`src/hdl/tmpm_pkg.sv`:
```
package tmpm_pkg;

  localparam int unsigned MEASURE_ENTRIES = 64;
  localparam int unsigned TEMPO_ENTRIES   = 64;

  localparam int unsigned DIV_W   = 90;
  localparam int unsigned DVS_W   = 32;
  localparam int unsigned STEP_W  = 7;
  localparam int unsigned SUM_W   = 92;

  localparam logic [2:0] ACT_MEASURE = 3'd0;
  localparam logic [2:0] ACT_TEMPO   = 3'd1;
  localparam logic [2:0] ACT_QFRAC   = 3'd2;
  localparam logic [2:0] ACT_QTICK   = 3'd3;
  localparam logic [2:0] ACT_QBPM    = 3'd4;
  localparam logic [2:0] ACT_CLEAR   = 3'd5;

  localparam logic [2:0] STAT_OK       = 3'd0;
  localparam logic [2:0] STAT_INVALID  = 3'd1;
  localparam logic [2:0] STAT_ORDER    = 3'd2;
  localparam logic [2:0] STAT_FULL     = 3'd3;
  localparam logic [2:0] STAT_OVERFLOW = 3'd4;

  localparam logic [1:0] CFG_SAMPLE_RATE = 2'd0;
  localparam logic [1:0] CFG_TICKS       = 2'd1;
  localparam logic [1:0] CFG_OFFSET      = 2'd2;

  localparam logic [19:0] SAMPLE_RATE_RESET = 20'd48000;
  localparam logic [15:0] TICKS_RESET       = 16'd480;
  localparam logic [23:0] MEAS_LEN_RESET    = 24'h04_0000;
  localparam logic [31:0] BPM_RESET         = 32'h0078_0000;

  localparam logic [STEP_W-1:0] STEPS_BEAT   = STEP_W'(40);
  localparam logic [STEP_W-1:0] STEPS_SAMPLE = STEP_W'(DIV_W);

  typedef struct packed {
    logic [2:0]  action;
    logic [15:0] measure;
    logic [15:0] numerator;
    logic [15:0] denominator;
    logic [23:0] tick;
    logic [23:0] measure_length;
    logic [31:0] bpm_value;
  } tmpm_in_t;

  typedef struct packed {
    logic signed [63:0] sample;
    logic [31:0]        bpm_out;
    logic [2:0]         status;
  } tmpm_out_t;

  typedef struct packed {
    logic [15:0] start;
    logic [47:0] beat;
    logic [23:0] len;
  } meas_ent_t;

  typedef struct packed {
    logic [47:0] beat;
    logic [63:0] sample;
    logic [31:0] bpm;
  } tempo_ent_t;

  typedef struct packed {
    logic              start;
    logic [STEP_W-1:0] steps;
    logic [DIV_W-1:0]  dividend;
    logic [DVS_W-1:0]  divisor;
  } div_req_t;

  typedef struct packed {
    logic             done;
    logic [DIV_W-1:0] quotient;
  } div_rsp_t;

  typedef enum logic [3:0] {
    S_IDLE,
    S_MEAS_CHK,
    S_MS_RD,
    S_MS_CMP,
    S_MS_BASE,
    S_DIV_BEAT,
    S_TEMPO_LAST,
    S_TS_RD,
    S_TS_CMP,
    S_MUL0,
    S_MUL1,
    S_DIV_GO,
    S_DIV_SMP,
    S_FIN,
    S_DONE
  } tmpm_state_e;

endpackage

```
`src/hdl/tmpm_div.sv`:
```
module tmpm_div (
  input  logic               clk_i,
  input  logic               rst_ni,
  input  tmpm_pkg::div_req_t req_i,
  output tmpm_pkg::div_rsp_t rsp_o
);

  logic                               busy_q, busy_d;
  logic                               done_q, done_d;
  logic [tmpm_pkg::STEP_W-1:0]        cnt_q, cnt_d;
  logic [tmpm_pkg::DVS_W-1:0]         rem_q, rem_d;
  logic [tmpm_pkg::DVS_W-1:0]         dvs_q, dvs_d;
  logic [tmpm_pkg::DIV_W-1:0]         quo_q, quo_d;
  logic [tmpm_pkg::DVS_W:0]           trial;
  logic                               ge;

  always_comb begin
    trial  = {rem_q, quo_q[tmpm_pkg::DIV_W-1]};
    ge     = trial >= {1'b0, dvs_q};
    busy_d = busy_q;
    done_d = 1'b0;
    cnt_d  = cnt_q;
    rem_d  = rem_q;
    dvs_d  = dvs_q;
    quo_d  = quo_q;
    if (busy_q) begin
      rem_d = ge ? tmpm_pkg::DVS_W'(trial - {1'b0, dvs_q}) : trial[tmpm_pkg::DVS_W-1:0];
      quo_d = {quo_q[tmpm_pkg::DIV_W-2:0], ge};
      cnt_d = cnt_q - 1'b1;
      if (cnt_q == tmpm_pkg::STEP_W'(1)) begin
        busy_d = 1'b0;
        done_d = 1'b1;
      end
    end else if (req_i.start) begin
      busy_d = 1'b1;
      cnt_d  = req_i.steps;
      rem_d  = '0;
      dvs_d  = req_i.divisor;
      quo_d  = req_i.dividend;
    end
  end

  always_ff @(posedge clk_i or negedge rst_ni) begin
    if (!rst_ni) begin
      busy_q <= 1'b0;
      done_q <= 1'b0;
      cnt_q  <= '0;
    end else begin
      busy_q <= busy_d;
      done_q <= done_d;
      cnt_q  <= cnt_d;
    end
  end

  always_ff @(posedge clk_i) begin
    rem_q <= rem_d;
    dvs_q <= dvs_d;
    quo_q <= quo_d;
  end

  assign rsp_o.done     = done_q;
  assign rsp_o.quotient = quo_q;

endmodule

```
`config.mk`:
```
export PLATFORM = sky130hd
export DESIGN_NAME = tmpm_div
export DESIGN_NICKNAME = d
export VERILOG_FILES = /design/src/hdl/tmpm_pkg.sv /design/src/hdl/tmpm_div.sv
export SDC_FILE = /design/constraint.sdc
export NUM_CORES = 1
export LEC_CHECK = 0
export BUFFER_PORTS_ARGS = -buffer_cell sky130_fd_sc_hd__clkbuf_2
export CAP_MARGIN = 15
export CORE_UTILIZATION = 38
export DETAILED_ROUTE_END_ITERATION = 6
export PLACE_DENSITY_LB_ADDON = 0.25
export SLEW_MARGIN = 10
export SYNTH_ARGS = -nofsm -noshare
export SYNTH_HDL_FRONTEND = slang
export SYNTH_SLANG_ARGS = --single-unit
```
`constraint.sdc`:
```
create_clock -name clk_i -period 6.1 [get_ports clk_i]
set_input_delay 0.61 -clock clk_i [delete_from_list [all_inputs] [get_ports clk_i]]
set_output_delay 0.61 -clock clk_i [all_outputs]
set_load 0.005 [all_outputs]
```
==> impl_metrics.prom <==
# TYPE chip_impl_metric gauge
chip_impl_info{name="outcome",value="completed"} 1
chip_impl_metric{name="hpwlAfterDp",unit="mm"} 15.4
chip_impl_info{name="cts_tree",value="done"} 1
chip_impl_info{name="reg2reg_from",value="rem_q[3]$_SDFFCE_PN0P_"} 1
chip_impl_metric{name="finalNetCount",unit=""} 1080
chip_impl_metric{name="groute.usage.overall",unit="%"} 18.5
chip_impl_metric{name="ioPinCount",unit=""} 223
chip_impl_metric{name="htree_num_levels",unit=""} 4
chip_impl_info{name="min_path_type",value="input port to async pin"} 1
chip_impl_metric{name="layout-drive-gt1-share",unit="%"} 38.3
chip_impl_metric{name="remaining_drc_errors",unit=""} 0
chip_impl_metric{name="pin_count_of_the_biggest_net_entering_global_routing",unit=""} 89
chip_impl_info{name="clk_root_buffer_cell",value="clkbuf_16"} 1
chip_impl_metric{name="grt_remaining_overflow",unit=""} 0
chip_impl_metric{name="worst_ep_arrival_time",unit="ns"} 3.79
chip_impl_info{name="endpoint_kind",value="flip-flop"} 1
chip_impl_metric{name="timing.slew.headroom",unit="%"} 28.2
chip_impl_metric{name="synth.yosys.warnings",unit=""} 0
chip_impl_metric{name="clk_sink_count",unit=""} 163
chip_impl_metric{name="path_max_fanout",unit=""} 39
chip_impl_metric{name="die_area",unit="sq um"} 23300
chip_impl_metric{name="finalCriticalPeriod",unit="ns"} 3.55
chip_impl_metric{name="layout_worst_path_cycle_share",unit="%"} 58.2
chip_impl_metric{name="pwr_density_cell",unit="nW/um^2"} 516
chip_impl_metric{name="power.leakage",unit="nW"} 4.58
chip_impl_metric{name="cts_max_path_buffers",unit=""} 2
chip_impl_info{name="timing.setup.critical_path_class",value="flip-flop to flip-flop"} 1
chip_impl_metric{name="syn2layout_area_growth",unit="%"} 22.7
chip_impl_info{name="rsz_0062_raised_after_global_routing",value="no"} 1
chip_impl_metric{name="layout.core_utilization",unit="%"} 48.0
chip_impl_metric{name="setup_viol_count_final",unit=""} 0
chip_impl_metric{name="first_global_vias",unit=""} 6429
chip_impl_metric{name="start_util",unit="%"} 39.1
chip_impl_metric{name="critical-path-max-stage-delay",unit="ns"} 0.73
chip_impl_metric{name="place_congestion",unit=""} 0.862
chip_impl_metric{name="grt_pass1_wl",unit="mm"} 33.5
chip_impl_metric{name="synth_area_per_cell",unit="sq um"} 12.4
chip_impl_metric{name="drt-wirelength-per-cell",unit="um"} 17.5
chip_impl_metric{name="postCtsSetupBuffers",unit=""} 0
chip_impl_info{name="critical_path.slowest_cell",value="a211oi_4"} 1
chip_impl_metric{name="tightest_slew",unit="ns"} 1.08
chip_impl_metric{name="syn-num-nets",unit=""} 863
chip_impl_metric{name="timing_max_transition_violations_final",unit=""} 0
chip_impl_info{name="netlist_top_cells_area",value="edfxtp_1 (54%), mux2_2 (12%), ha_1 (4.9%), nor2_1 (2.8%), a21oi_1 (2.7%)"} 1
chip_impl_metric{name="drv_cap",unit=""} 0
chip_impl_metric{name="route.detailed.vias_per_inst",unit=""} 5.07
chip_impl_info{name="cpLargestDelayFamily",value="compound AO/OA/AOI/OAI gates"} 1
chip_impl_metric{name="clk_pin_slew",unit="ns"} 0.08
chip_impl_metric{name="residual_antenna_violating_net_count_after_detailed_routing",unit=""} 0
chip_impl_metric{name="worst-endpoint-required",unit="ns"} 6.34
chip_impl_metric{name="dieWidth",unit="um"} 153
chip_impl_metric{name="post-synth-top-area-fraction",unit="%"} 53.7
chip_impl_metric{name="clock_latency",unit="ns"} 0.44
chip_impl_metric{name="number_of_detailed_routing_iterations_run_before_antenna_repair",unit=""} 7
chip_impl_metric{name="cts.repair.resized",unit=""} 0
chip_impl_metric{name="finalClockSkew",unit="ns"} 0.0169
chip_impl_metric{name="cts-buffers-inserted",unit=""} 17
chip_impl_metric{name="postCtsHoldBufs",unit=""} 0
chip_impl_metric{name="synth-async-reset-ratio",unit="%"} 5.52
chip_impl_info{name="synth_largest_area_cell",value="edfxtp_1"} 1
chip_impl_metric{name="sequential_cell_area_fraction_in_the_yosys_report",unit="%"} 56.3
chip_impl_metric{name="ys_seq_elements",unit=""} 163
chip_impl_metric{name="critical_path_buf_inv_count",unit=""} 1
chip_impl_metric{name="ir_drop",unit="mV"} 0.209
chip_impl_metric{name="port_buffer_cells",unit=""} 222
chip_impl_metric{name="totalWireLength",unit="mm"} 21.1
chip_impl_metric{name="grt_antenna_before_repair",unit=""} 1
chip_impl_metric{name="floorplan.core_area",unit="sq um"} 22000
chip_impl_info{name="layout.cells.most_common",value="clkbuf_2"} 1
chip_impl_info{name="layout_common_cells",value="clkbuf_2 (222), edfxtp_1 (154), mux2_2 (89), nor2_1 (65), a21oi_1 (46)"} 1
chip_impl_metric{name="synth_cell_type_count",unit=""} 55
chip_impl_info{name="dominantRegCellSynth",value="edfxtp_1"} 1
chip_impl_info{name="crit_path_start_kind",value="flip-flop"} 1
chip_impl_metric{name="hold_violations",unit=""} 0
chip_impl_metric{name="syn-cell-area",unit="sq um"} 8620
chip_impl_metric{name="drt_iter0_markers",unit=""} 350
chip_impl_metric{name="synth_enable_flop_cells",unit=""} 154
chip_impl_metric{name="fillers",unit=""} 2097
chip_impl_metric{name="rows",unit=""} 54
chip_impl_metric{name="r2r_setup_slack",unit="ns"} 2.55
chip_impl_metric{name="num_vias",unit=""} 6120
chip_impl_info{name="r2r-end",value="rem_q[1]$_SDFFCE_PN0P_"} 1
chip_impl_metric{name="netlist_instances",unit=""} 696
chip_impl_metric{name="totalNegativeSetupSlack",unit="ns"} 0
chip_impl_metric{name="f_max",unit="GHz"} 0.282
chip_impl_metric{name="die_h",unit="um"} 153
chip_impl_info{name="crit_chain",value="ha_1, a21oi_1, and3_1, a221o_1, a21oi_2, a31o_4, a211oi_4, buf_4, nor2b_1, a211oi_1"} 1
chip_impl_metric{name="r2r.worst_path.cells",unit=""} 10
[Yosys cell counts, drive strengths merged, types with 10 or more instances]
| cell | number |
|---|---|
| clkbuf | 19 |
| ha | 34 |
| nand2 | 26 |
| buf | 10 |
| nand3 | 12 |
| edfxtp | 154 |
| o21ai | 24 |
| xnor2 | 16 |
| mux2 | 89 |
| xor2 | 11 |
| inv | 42 |
| nor2 | 65 |
| a21o | 17 |
| a21oi | 47 |
[sequential cells by signal, summed over array words and instances, names as in the netlist]
| signal | count |
|---|---|
| quo_q | 90 |
| cnt_q | 7 |
| rem_q | 32 |
| busy_q | 1 |
| dvs_q | 32 |
| done_q | 1 |
[worst max-delay path by stage]
stage                                         end                     from  cells after the start
after floorplan              cnt_q[5]$_DFFE_PN0P_               req_i[129]                      5
after global placement    rem_q[29]$_SDFFCE_PN0P_  rem_q[23]$_SDFFCE_PN0P_                     10
after detailed placement  rem_q[26]$_SDFFCE_PN0P_   rem_q[3]$_SDFFCE_PN0P_                     11
after CTS                  rem_q[1]$_SDFFCE_PN0P_   rem_q[3]$_SDFFCE_PN0P_                     10
after global routing       rem_q[1]$_SDFFCE_PN0P_   rem_q[9]$_SDFFCE_PN0P_                     10
final                      rem_q[1]$_SDFFCE_PN0P_   rem_q[3]$_SDFFCE_PN0P_                     10
[report_power, final]
| group | total, mW | switching (mW) | leakage, nW | internal [mW] |
|---|---|---|---|---|
| Combinational | 2.24 | 1.16 | 2.63 | 1.09 |
| Clock | 1.07 | 0.524 | 0.282 | 0.548 |
| Sequential | 2.14 | 0.270 | 1.66 | 1.87 |
| Total | 5.46 | 1.95 | 4.58 | 3.51 |
[final cells by class]
type	count	area (sq um)	share of cell area, %
inverter	42	160	1.51
antenna	1	2.50	0.0237
sequential	163	4850	45.9
timing repair buffer	227	1150	10.9
clock buffer	17	425	4.02
multi-input combinational	462	3480	32.9
clock inverter	14	156	1.48
tap	280	350	3.31
[kinds of logic (layout without fill, tap and decap cells)]
kind of cell	Yosys count	after routing	synth area share, %
AND/OR/NAND/NOR	164	164	9.28
flip-flops	163	163	56.3
AO/OA/AOI/OAI	138	138	10.5
multiplexers	98	98	12.7
buffers and inverters	71	300	3.35
adder cells (fa/ha/maj)	35	35	5.17
XOR/XNOR	27	27	2.74
other	0	1	0
[through the flow]
step	instances	cell area [sq um]	setup WS [ns]	hold WS [ns]	total power [mW]
final	1206	10600	2.55	0.0236	5.46
after global routing	1205	10600	2.17	0.0326	5.84
after CTS	1205	10600	2.53	0.0224	5.50
after detailed placement	1174	9990	2.55	0.487	4.40
after global placement	1174	9990	2.60	0.488	4.38
after floorplan	696	8620	2.18	0.314	3.64
[per-layer routing]
metal,wire length (um),GRT usage [%],vias up
met5,12,0,-
met4,499,7.41,2
met3,1570,6.68,29
met2,10100,30.8,184
met1,8910,21.7,2881
li1,-,-,3024
Note: power is estimated with default switching activity, not from simulation.
